===== src/hdl/prs_pkg.sv =====
// Package for the probe retry supervisor: field widths, codes, register map,
// configuration and result structs, engine state type.
// No dependencies.
package prs_pkg;

    localparam int NUM_SENSORS_DEF = 4;
    localparam int TIME_BITS_DEF   = 48;

    localparam int SENSOR_IDX_W = 2;
    localparam int KIND_W       = 2;
    localparam int ACTION_W     = 2;
    localparam int COUNT_W      = 4;
    localparam int CFG_INDEX_W  = 8;
    localparam int CFG_DATA_W   = 32;
    localparam int DELAY_W      = 32;
    // base shifted left by up to 14 places
    localparam int BACKOFF_W    = DELAY_W + 15;
    localparam int M_TDATA_W    = 16;

    localparam logic [COUNT_W-1:0] ATTEMPT_MAX = 4'd15;

    // sensor isolation state (s_tuser)
    localparam logic [KIND_W-1:0] SS_EXCLUDED   = 2'd0;
    localparam logic [KIND_W-1:0] SS_PROBING    = 2'd1;
    localparam logic [KIND_W-1:0] SS_VALIDATING = 2'd2;
    localparam logic [KIND_W-1:0] SS_OTHER      = 2'd3;

    // result action
    localparam logic [ACTION_W-1:0] ACT_NONE     = 2'd0;
    localparam logic [ACTION_W-1:0] ACT_START    = 2'd1;
    localparam logic [ACTION_W-1:0] ACT_ABANDON  = 2'd2;
    localparam logic [ACTION_W-1:0] ACT_EVALUATE = 2'd3;

    // register map
    localparam logic [CFG_INDEX_W-1:0] REG_PROBE_TIMEOUT = 8'd0;
    localparam logic [CFG_INDEX_W-1:0] REG_ATTEMPT_LIMIT = 8'd1;
    localparam logic [CFG_INDEX_W-1:0] REG_BACKOFF_BASE  = 8'd2;
    localparam logic [CFG_INDEX_W-1:0] REG_BACKOFF_CAP   = 8'd3;

    localparam logic [DELAY_W-1:0] PROBE_TIMEOUT_RST = 32'd2000000;
    localparam logic [COUNT_W-1:0] ATTEMPT_LIMIT_RST = 4'd5;
    localparam logic [DELAY_W-1:0] BACKOFF_BASE_RST  = 32'd1000000;
    localparam logic [DELAY_W-1:0] BACKOFF_CAP_RST   = 32'd30000000;

    typedef struct packed {
        logic [DELAY_W-1:0] probe_timeout_us;
        logic [COUNT_W-1:0] attempt_limit;
        logic [DELAY_W-1:0] backoff_base_us;
        logic [DELAY_W-1:0] backoff_cap_us;
    } cfg_t;

    // last member sits in the lowest bits
    typedef struct packed {
        logic               bookkeeping_cleared;
        logic [COUNT_W-1:0] attempt_count;
        logic               latched_failed;
        logic               timed_out;
        logic [ACTION_W-1:0] action;
    } result_t;

    typedef enum logic [1:0] {
        ST_IDLE,
        ST_EVAL,
        ST_COMMIT
    } eng_state_t;

endpackage


===== src/hdl/probe_retry_supervisor_top.sv =====
// Top level of the probe retry supervisor: port packing and instances of
// the register bank, sensor memory and event engine. Depends on prs_pkg.
//
//  channel   | direction | handshake          | payload
//  ----------+-----------+--------------------+------------------------------------
//  s_        | in        | s_tvalid/s_tready  | s_tdata event fields, s_tuser state
//  m_        | out       | m_tvalid/m_tready  | m_tdata result fields
//  cfg_      | in        | cfg_valid/cfg_ready| cfg_index, cfg_data
//
// An event goes through accept with memory read, evaluate (elapsed time,
// gate, attempt count, backoff shift) and commit (cap, deadline add, write-back
// and result load). The single memory read-modify-write keeps these in series.
// A result waiting in the output register does not block the next accept;
// commit waits while that register is full and m_tready is low.
// Reset is synchronous; per-sensor valid bits clear together, no sweep.
// cfg_ready is always high.
module probe_retry_supervisor_top #(
    parameter int NUM_SENSORS = prs_pkg::NUM_SENSORS_DEF,
    parameter int TIME_BITS   = prs_pkg::TIME_BITS_DEF
) (
    input  logic                                aclk,
    input  logic                                aresetn,
    input  logic                                s_tvalid,
    output logic                                s_tready,
    // sensor_index [1:0], event_time, probe_healthy, zero pad
    input  logic [((TIME_BITS + prs_pkg::SENSOR_IDX_W + 8) / 8) * 8 - 1:0] s_tdata,
    // sensor_state [1:0]
    input  logic [prs_pkg::KIND_W-1:0]          s_tuser,
    output logic                                m_tvalid,
    input  logic                                m_tready,
    // action [1:0], timed_out [2], latched_failed [3], attempt_count [7:4],
    // bookkeeping_cleared [8], zero pad
    output logic [prs_pkg::M_TDATA_W-1:0]       m_tdata,
    input  logic                                cfg_valid,
    output logic                                cfg_ready,
    input  logic [prs_pkg::CFG_INDEX_W-1:0]     cfg_index,
    input  logic [prs_pkg::CFG_DATA_W-1:0]      cfg_data
);
    import prs_pkg::*;

    localparam int AW = (NUM_SENSORS > 1) ? $clog2(NUM_SENSORS) : 1;
    localparam int EW = 2 * TIME_BITS + COUNT_W + 1;

    cfg_t    cfg;
    result_t m_result;

    logic [SENSOR_IDX_W-1:0] in_idx;
    logic [TIME_BITS-1:0]    in_time;
    logic                    in_healthy;

    logic          rd_en, wr_en;
    logic [AW-1:0] rd_addr, wr_addr;
    logic [EW-1:0] rd_data, wr_data;

    assign in_idx     = s_tdata[SENSOR_IDX_W-1:0];
    assign in_time    = s_tdata[SENSOR_IDX_W +: TIME_BITS];
    assign in_healthy = s_tdata[SENSOR_IDX_W + TIME_BITS];
    assign m_tdata    = M_TDATA_W'(m_result);

    prs_cfg_regs u_cfg (
        .aclk      (aclk),
        .aresetn   (aresetn),
        .cfg_valid (cfg_valid),
        .cfg_ready (cfg_ready),
        .cfg_index (cfg_index),
        .cfg_data  (cfg_data),
        .cfg       (cfg)
    );

    prs_state_mem #(
        .NUM_SENSORS (NUM_SENSORS),
        .EW          (EW)
    ) u_mem (
        .aclk    (aclk),
        .aresetn (aresetn),
        .rd_en   (rd_en),
        .rd_addr (rd_addr),
        .rd_data (rd_data),
        .wr_en   (wr_en),
        .wr_addr (wr_addr),
        .wr_data (wr_data)
    );

    prs_engine #(
        .NUM_SENSORS (NUM_SENSORS),
        .TIME_BITS   (TIME_BITS)
    ) u_engine (
        .aclk       (aclk),
        .aresetn    (aresetn),
        .s_tvalid   (s_tvalid),
        .s_tready   (s_tready),
        .in_idx     (in_idx),
        .in_kind    (s_tuser),
        .in_time    (in_time),
        .in_healthy (in_healthy),
        .cfg        (cfg),
        .rd_en      (rd_en),
        .rd_addr    (rd_addr),
        .rd_data    (rd_data),
        .wr_en      (wr_en),
        .wr_addr    (wr_addr),
        .wr_data    (wr_data),
        .m_tvalid   (m_tvalid),
        .m_tready   (m_tready),
        .m_result   (m_result)
    );

endmodule


===== src/hdl/prs_cfg_regs.sv =====
// Configuration register bank of the probe retry supervisor.
// Depends on prs_pkg.
module prs_cfg_regs (
    input  logic                            aclk,
    input  logic                            aresetn,
    input  logic                            cfg_valid,
    output logic                            cfg_ready,
    input  logic [prs_pkg::CFG_INDEX_W-1:0] cfg_index,
    input  logic [prs_pkg::CFG_DATA_W-1:0]  cfg_data,
    output prs_pkg::cfg_t                   cfg
);
    import prs_pkg::*;

    cfg_t cfg_reg;

    assign cfg_ready = 1'b1;
    assign cfg       = cfg_reg;

    always_ff @(posedge aclk) begin
        if (!aresetn) begin
            cfg_reg.probe_timeout_us <= PROBE_TIMEOUT_RST;
            cfg_reg.attempt_limit    <= ATTEMPT_LIMIT_RST;
            cfg_reg.backoff_base_us  <= BACKOFF_BASE_RST;
            cfg_reg.backoff_cap_us   <= BACKOFF_CAP_RST;
        end else if (cfg_valid && cfg_ready) begin
            case (cfg_index)
                REG_PROBE_TIMEOUT: cfg_reg.probe_timeout_us <= cfg_data[DELAY_W-1:0];
                REG_ATTEMPT_LIMIT: cfg_reg.attempt_limit    <= cfg_data[COUNT_W-1:0];
                REG_BACKOFF_BASE:  cfg_reg.backoff_base_us  <= cfg_data[DELAY_W-1:0];
                REG_BACKOFF_CAP:   cfg_reg.backoff_cap_us   <= cfg_data[DELAY_W-1:0];
                default: ;
            endcase
        end
    end

endmodule


===== src/hdl/prs_state_mem.sv =====
// Per-sensor bookkeeping memory: one entry per sensor, registered read,
// per-entry valid bits so an unwritten entry reads as all zero.
// Depends on prs_pkg.
module prs_state_mem #(
    parameter int NUM_SENSORS = prs_pkg::NUM_SENSORS_DEF,
    parameter int EW          = 2 * prs_pkg::TIME_BITS_DEF + 5,
    localparam int AW         = (NUM_SENSORS > 1) ? $clog2(NUM_SENSORS) : 1
) (
    input  logic          aclk,
    input  logic          aresetn,
    input  logic          rd_en,
    input  logic [AW-1:0] rd_addr,
    output logic [EW-1:0] rd_data,
    input  logic          wr_en,
    input  logic [AW-1:0] wr_addr,
    input  logic [EW-1:0] wr_data
);
    import prs_pkg::*;

    logic [EW-1:0]          mem [NUM_SENSORS];
    logic [NUM_SENSORS-1:0] valid_reg;
    logic [EW-1:0]          rd_data_reg;
    logic                   rd_valid_reg;

    always_ff @(posedge aclk) begin
        if (wr_en) begin
            mem[wr_addr] <= wr_data;
        end
        if (rd_en) begin
            rd_data_reg <= mem[rd_addr];
        end
    end

    always_ff @(posedge aclk) begin
        if (!aresetn) begin
            valid_reg    <= '0;
            rd_valid_reg <= 1'b0;
        end else begin
            if (wr_en) begin
                valid_reg[wr_addr] <= 1'b1;
            end
            if (rd_en) begin
                rd_valid_reg <= valid_reg[rd_addr];
            end
        end
    end

    assign rd_data = rd_valid_reg ? rd_data_reg : '0;

endmodule


===== src/hdl/prs_engine.sv =====
// Event engine: read-modify-write sequencer over the sensor memory, timeout
// and backoff datapath, result output register.
// Depends on prs_pkg.
module prs_engine #(
    parameter int NUM_SENSORS = prs_pkg::NUM_SENSORS_DEF,
    parameter int TIME_BITS   = prs_pkg::TIME_BITS_DEF,
    localparam int AW         = (NUM_SENSORS > 1) ? $clog2(NUM_SENSORS) : 1,
    localparam int EW         = 2 * TIME_BITS + prs_pkg::COUNT_W + 1
) (
    input  logic                             aclk,
    input  logic                             aresetn,
    input  logic                             s_tvalid,
    output logic                             s_tready,
    input  logic [prs_pkg::SENSOR_IDX_W-1:0] in_idx,
    input  logic [prs_pkg::KIND_W-1:0]       in_kind,
    input  logic [TIME_BITS-1:0]             in_time,
    input  logic                             in_healthy,
    input  prs_pkg::cfg_t                    cfg,
    output logic                             rd_en,
    output logic [AW-1:0]                    rd_addr,
    input  logic [EW-1:0]                    rd_data,
    output logic                             wr_en,
    output logic [AW-1:0]                    wr_addr,
    output logic [EW-1:0]                    wr_data,
    output logic                             m_tvalid,
    input  logic                             m_tready,
    output prs_pkg::result_t                 m_result
);
    import prs_pkg::*;

    localparam int DL_LO  = TIME_BITS;
    localparam int ATT_LO = 2 * TIME_BITS;
    localparam int FL_BIT = 2 * TIME_BITS + COUNT_W;

    eng_state_t state_reg, state_next;

    // request captured at accept
    logic [SENSOR_IDX_W-1:0] idx_reg;
    logic [KIND_W-1:0]       kind_reg;
    logic [TIME_BITS-1:0]    time_reg;
    logic                    healthy_reg;

    // evaluate stage results
    logic [EW-1:0]        ent_reg;
    logic                 in_range_reg;
    logic                 gate_ok_reg;
    logic                 tmo_reg;
    logic [COUNT_W-1:0]   att_inc_reg;
    logic                 limit_hit_reg;
    logic [BACKOFF_W-1:0] backoff_reg;

    logic                 m_tvalid_reg;
    result_t              m_result_reg;

    logic                 commit_go;

    // evaluate stage logic, memory data valid during ST_EVAL
    logic [TIME_BITS-1:0] ent_start, ent_dl, elapsed;
    logic [COUNT_W-1:0]   ent_att, att_inc, shift_amt;
    logic                 ent_failed;

    always_comb begin
        ent_start  = rd_data[TIME_BITS-1:0];
        ent_dl     = rd_data[DL_LO +: TIME_BITS];
        ent_att    = rd_data[ATT_LO +: COUNT_W];
        ent_failed = rd_data[FL_BIT];
        elapsed    = time_reg - ent_start;
        att_inc    = (ent_att == ATTEMPT_MAX) ? ent_att : ent_att + 4'd1;
        shift_amt  = att_inc - 4'd1;
    end

    always_ff @(posedge aclk) begin
        if (s_tvalid && s_tready) begin
            idx_reg     <= in_idx;
            kind_reg    <= in_kind;
            time_reg    <= in_time;
            healthy_reg <= in_healthy;
        end
        if (state_reg == ST_EVAL) begin
            ent_reg       <= rd_data;
            in_range_reg  <= (32'(idx_reg) < NUM_SENSORS);
            gate_ok_reg   <= !ent_failed && (time_reg >= ent_dl);
            tmo_reg       <= elapsed > TIME_BITS'(cfg.probe_timeout_us);
            att_inc_reg   <= att_inc;
            limit_hit_reg <= att_inc >= cfg.attempt_limit;
            backoff_reg   <= BACKOFF_W'(cfg.backoff_base_us) << shift_amt;
        end
    end

    // commit stage: cap, deadline add, new entry and result
    logic [DELAY_W-1:0]   capped;
    logic [TIME_BITS-1:0] dl_new;
    logic [TIME_BITS-1:0] new_start, new_dl;
    logic [COUNT_W-1:0]   new_att;
    logic                 new_failed;
    result_t              res;

    always_comb begin
        capped = (backoff_reg > BACKOFF_W'(cfg.backoff_cap_us)) ? cfg.backoff_cap_us
                                                               : backoff_reg[DELAY_W-1:0];
        dl_new     = time_reg + TIME_BITS'(capped);
        new_start  = ent_reg[TIME_BITS-1:0];
        new_dl     = ent_reg[DL_LO +: TIME_BITS];
        new_att    = ent_reg[ATT_LO +: COUNT_W];
        new_failed = ent_reg[FL_BIT];
        res        = '0;
        case (kind_reg)
            SS_EXCLUDED: begin
                if (gate_ok_reg) begin
                    res.action = ACT_START;
                    new_start  = time_reg;
                end
            end
            SS_PROBING, SS_VALIDATING: begin
                if (tmo_reg) begin
                    res.action    = ACT_ABANDON;
                    res.timed_out = 1'b1;
                    new_att       = att_inc_reg;
                    if (limit_hit_reg) begin
                        new_failed         = 1'b1;
                        res.latched_failed = 1'b1;
                    end else begin
                        new_dl = dl_new;
                    end
                end else begin
                    res.action = ACT_EVALUATE;
                    if (healthy_reg) begin
                        new_att                 = '0;
                        new_dl                  = '0;
                        new_failed              = 1'b0;
                        res.bookkeeping_cleared = 1'b1;
                    end
                end
            end
            default: ;
        endcase
        res.attempt_count = new_att;
        // out-of-range sensor: all fields zero
        if (!in_range_reg) begin
            res = '0;
        end
    end

    // next state
    always_comb begin
        state_next = state_reg;
        case (state_reg)
            ST_IDLE:   if (s_tvalid) state_next = ST_EVAL;
            ST_EVAL:   state_next = ST_COMMIT;
            ST_COMMIT: if (commit_go) state_next = ST_IDLE;
            default:   state_next = ST_IDLE;
        endcase
    end

    // outputs
    always_comb begin
        s_tready  = (state_reg == ST_IDLE);
        commit_go = (state_reg == ST_COMMIT) && (!m_tvalid_reg || m_tready);
        rd_en     = s_tvalid && s_tready;
        rd_addr   = AW'(in_idx);
        wr_en     = commit_go && in_range_reg;
        wr_addr   = AW'(idx_reg);
        wr_data   = {new_failed, new_att, new_dl, new_start};
    end

    always_ff @(posedge aclk) begin
        if (!aresetn) begin
            state_reg    <= ST_IDLE;
            m_tvalid_reg <= 1'b0;
        end else begin
            state_reg <= state_next;
            if (commit_go) begin
                m_tvalid_reg <= 1'b1;
            end else if (m_tready) begin
                m_tvalid_reg <= 1'b0;
            end
        end
    end

    always_ff @(posedge aclk) begin
        if (commit_go) begin
            m_result_reg <= res;
        end
    end

    assign m_tvalid = m_tvalid_reg;
    assign m_result = m_result_reg;

    // a new result only comes out of the commit step
    a_result_from_commit: assert property (@(posedge aclk) disable iff (!aresetn)
        $rose(m_tvalid_reg) |-> $past(state_reg == ST_COMMIT))
        else $error("result raised outside commit");

    // write-back ends the item, so the next read sees it
    a_write_then_idle: assert property (@(posedge aclk) disable iff (!aresetn)
        wr_en |=> state_reg == ST_IDLE)
        else $error("memory write not followed by idle");

    a_latch_is_timeout: assert property (@(posedge aclk) disable iff (!aresetn)
        m_tvalid_reg && m_result_reg.latched_failed |->
            m_result_reg.timed_out && m_result_reg.action == ACT_ABANDON)
        else $error("latch reported without timeout");

    a_clear_on_evaluate: assert property (@(posedge aclk) disable iff (!aresetn)
        m_tvalid_reg && m_result_reg.bookkeeping_cleared |->
            m_result_reg.action == ACT_EVALUATE && m_result_reg.attempt_count == '0)
        else $error("bookkeeping cleared outside healthy evaluation");

    a_no_read_while_busy: assert property (@(posedge aclk) disable iff (!aresetn)
        rd_en |-> !wr_en && state_reg == ST_IDLE)
        else $error("memory read overlaps a pending item");

endmodule

===== config.mk =====
export PLATFORM = sky130hd
export DESIGN_NAME = probe_retry_supervisor_top
export DESIGN_NICKNAME = d
export VERILOG_FILES = /design/src/hdl/prs_pkg.sv /design/src/hdl/probe_retry_supervisor_top.sv /design/src/hdl/prs_cfg_regs.sv /design/src/hdl/prs_state_mem.sv /design/src/hdl/prs_engine.sv
export SDC_FILE = /design/constraint.sdc
export NUM_CORES = 1
export LEC_CHECK = 0
export BUFFER_PORTS_ARGS = -buffer_cell sky130_fd_sc_hd__buf_2
export CORE_ASPECT_RATIO = 1.25
export CORE_MARGIN = 2
export CORE_UTILIZATION = 45
export DETAILED_ROUTE_END_ITERATION = 7
export GPL_TIMING_DRIVEN = 0
export MAX_ROUTING_LAYER = met4
export SKIP_LAST_GASP = 1
export SLEW_MARGIN = 10
export SYNTH_ARGS = -nofsm -noshare
export SYNTH_HDL_FRONTEND = slang
export SYNTH_HIERARCHICAL = 1
export SYNTH_SLANG_ARGS = --single-unit

===== constraint.sdc =====
create_clock -name aclk -period 11.8 [get_ports aclk]
set_clock_uncertainty 0.15 [all_clocks]
set_input_delay 1.18 -clock aclk [delete_from_list [all_inputs] [get_ports aclk]]
set_output_delay 1.18 -clock aclk [all_outputs]
set_load 0.05 [all_outputs]

==> results.py <==
metrics = {
    "critical_path": {
        "crit_top_cell": "o21ai_0",
        "path_cells": "ha_1 > nand4_1 > nor4_1 > nand2_1 > o21a_1 > o2111ai_1 > clkbuf_1 > mux2_2 > ha_1 > o21ai_0 > o21ai_0 > a31oi_1 > or3_1 > a21oi_1 > o211ai_1 > a21oi_1 > o21ai_0 > xor2_1 > o21ai_0",
        "arrival_ps": 8280,
        "crit_path_top_delay_cell": "a21oi_1",
        "r2r-start": "u_engine/backoff_reg[28]",
        "criticalPathCategory": "flip-flop to flip-flop",
        "cp-start-kind": "flip-flop",
        "reg2reg_to": "u_mem/mem[0][84]",
        "reg2reg_depth": 19,
        "cp-end-kind": "flip-flop",
        "slowest_delay_ps": 900,
        "reg2reg_slack_ps": 3740,
        "cp_max_fo": 10,
        "required_ps": 12020,
    },
    "cts": {
        "cts_tree": "yes",
        "ctsLongestPathBuffers": 3,
        "cts.sink_count": 830,
        "post_cts_resized": 0,
        "htreeDepth": 3,
        "cts-buffers-inserted": 84,
        "clkTransAtPathRegs_ps": 70,
        "clkLatencyLatePin_ps": 660,
        "cts_root_buffer": "clkbuf_16",
        "ctsHoldBuffers": 0,
        "post_cts_buffers": 0,
    },
    "layout": {
        "fin_util_pct": 51.2,
        "areaGrowthSynthToFinish_pct": 13.2,
        "largest_register_ffs": 404,
        "layout-drive-gt1-share_pct": 15.9,
        "final_cells": 4367,
        "layout.nets": 3429,
        "n_antenna_cell": 0,
        "fin_area_um2": 45100,
        "seq_area_um2": 23800,
        "nFillCells": 7513,
        "multi_input_area_um2": 14600,
    },
    "timing": {
        "period_needed_ps": 8060,
        "maxSlewHeadroom_pct": 20.9,
        "worst_pin_slew_ps": 1190,
        "finalSetupTns_ps": 0,
        "slew_viol_final": 0,
        "hold_viol": 0,
        "max_freq_mhz": 124,
        "finalSetupViolCount": 0,
        "rsz0062_at_grt": "false",
        "min_period_over_period_pct": 68.3,
    },
    "job": {
        "maxCapViolations": 0,
    },
    "pwr": {
        "p_per_area_nw_per_um2": 143,
        "leakage_nw": 16.7,
        "vdd_drop_max_uv": 145,
    },
    "floorplan": {
        "core-area_um2": 88100,
        "die_area_um2": 90900,
        "ioPinCount": 122,
        "rows": 122,
        "floorplan.initialDensity_pct": 45.2,
        "die_h_um": 337,
        "die_x_um": 270,
    },
    "grt": {
        "grt-ovfl-total": 0,
        "grt_pass1_wl_um": 160000,
        "track_usage_pct": 24.5,
        "grt_max_degree": 50,
        "gr-max-usage-layer": "met2",
        "grt_pass1_vias": 25000,
        "met1_usage_pct": 30.2,
        "antenna_found_initial": 1,
        "met2_usage_pct": 41.9,
        "grtUsageMet3_pct": 3.21,
    },
    "detailed_routing": {
        "via_per_inst": 5.55,
        "drc": 0,
        "drt_iter0_markers": 1525,
        "ant_nets": 0,
        "drt-total-wl_um": 108000,
        "dr.pass1.iters": 7,
        "vias": 24300,
        "post_drt_wl_per_cell_um": 24.8,
    },
    "place": {
        "place_area_um2": 42400,
        "io_buffers": 108,
        "gp_congestion": 0.935,
        "dp_hpwl_um": 81100,
        "dp.cells": 4217,
    },
    "yosys": {
        "ys_warn_count": 6,
        "ys.flop_type": "edfxtp_1",
        "netlist_top_cells_area": "edfxtp_1, ha_1, mux4_2",
        "ys_seq_area_share_pct": 59.9,
        "synth.avg_cell_area_um2": 13.8,
        "async_flop_share_pct": 0,
        "synth_cell_types": 81,
        "ys_seq_elements": 830,
        "synth_top_area_share_pct": 54.4,
        "syn_area_um2": 39800,
        "synth_top_cell_by_area": "edfxtp_1",
        "synth_cells": 2893,
        "synth_edf_count": 722,
    },
    "min_path": {
        "min_path_type": "flip-flop to flip-flop",
        "hold_start": "u_cfg/cfg[69]",
        "holdPathStages": 2,
        "worstHoldEndpoint": "u_cfg/cfg[69]",
    },
    "status": {
        "status": "finished, final reports clean",
    },
}
## placed cells by master (no fill, tap or decap), types with 19 or more instances in the layout
cell,instances
edfxtp_1,722
nand2_1,219
mux2i_1,214
ha_1,199
inv_1,198
a21oi_1,124
buf_2,122
o21ai_0,114
dfxtp_1,108
and2_1,105
mux4_2,101
clkbuf_16,84
mux2_2,81
clkbuf_1,79
nor2_1,79
nor2b_1,60
a21o_1,58
xnor2_1,47
xor2_1,32
nand3_1,31
nand4_1,29
buf_4,23
o21a_1,22
and3_1,20
clkinv_1,19
nand2b_1,19
## worst max path at each step
stage / from / end / slack [ps] / depth (start not counted)
finish: u_engine/backoff_reg[28] / u_mem/mem[0][84] / 3740 / 19
global route: u_cfg/cfg[17] / u_mem/mem[0][84] / 3340 / 21
CTS: u_cfg/cfg[17] / u_mem/mem[0][84] / 3770 / 21
detailed placement: u_cfg/cfg[17] / u_mem/mem[3][84] / 3870 / 21
global placement: m_tready / u_mem/mem[0][55] / -6650 / 4
floorplan: m_tready / u_mem/mem[0][0] / 1510 / 3
## layout make-up
class                           count  share of cell area [%]
Timing Repair Buffer              140                    2.38
Multi-Input combinational cell   1753                    32.4
Tap cell                         1178                    3.27
Buffer                            116                    1.48
Clock inverter                     50                    1.08
Sequential cell                   830                    52.9
Clock buffer                      100                    4.82
Inverter                          200                    1.66
## synthesized netlist by cell type (18+ instances only)
cell,instances
o21bai_1,18
dfxtp_1,108
inv_1,198
nand2b_1,19
nor2b_1,62
nand3_1,31
mux2_2,81
mux2i_1,214
a21oi_1,124
nand4_1,29
xnor2_1,48
and3_1,21
mux4_2,101
a21o_1,58
o21ai_0,115
xor2_1,32
nor2_1,79
ha_1,199
o21a_1,22
and2_1,106
nand2_1,219
clkbuf_1,64
edfxtp_1,722
## power by group
group | internal [mW] | switching (mW)
sequential | 3.28 | 0.0530
combinational | 0.200 | 0.321
clock | 1.46 | 1.14
## critical path, delay by kind of cell (launching register included)
family / cells / cell delay, ps
AO/OA/AOI/OAI: 10 / 3860
AND/OR/NAND/NOR: 4 / 1440
adder cells (fa/ha/maj): 2 / 690
buffers and inverters: 1 / 550
multiplexers: 1 / 430
flip-flops: 1 / 420
XOR/XNOR: 1 / 190
## layer usage
metal / wire length [µm] / vias to the layer above / share of wire [%]
met3: 4540 / 159 / 4.2
met5: 0 / - / 0
met4: 3380 / 0 / 3.1
met2: 54800 / 543 / 51
met1: 45400 / 12300 / 42
li1: - / 11300 / -
## metrics by stage
step	hold WS, ps	total power [mW]	setup WS, ps
3_3_place_gp	294	3.91	-6650
5_1_grt	328	6.67	3340
3_5_place_dp	301	3.91	3870
6_report	311	6.45	3740
2_1_floorplan	285	3.71	1510
4_1_cts	312	6.51	3770
## kinds of logic after synthesis
group	after synthesis	synth area share [%]
other	2	0.0189
AO/OA/AOI/OAI	436	6.92
buffers and inverters	316	3.56
adder cells (fa/ha/maj)	201	6.35
AND/OR/NAND/NOR	632	8.15
flip-flops	830	59.9
multiplexers	396	13.4
XOR/XNOR	80	1.76
No activity file was read; power rests on OpenSTA's default activity.
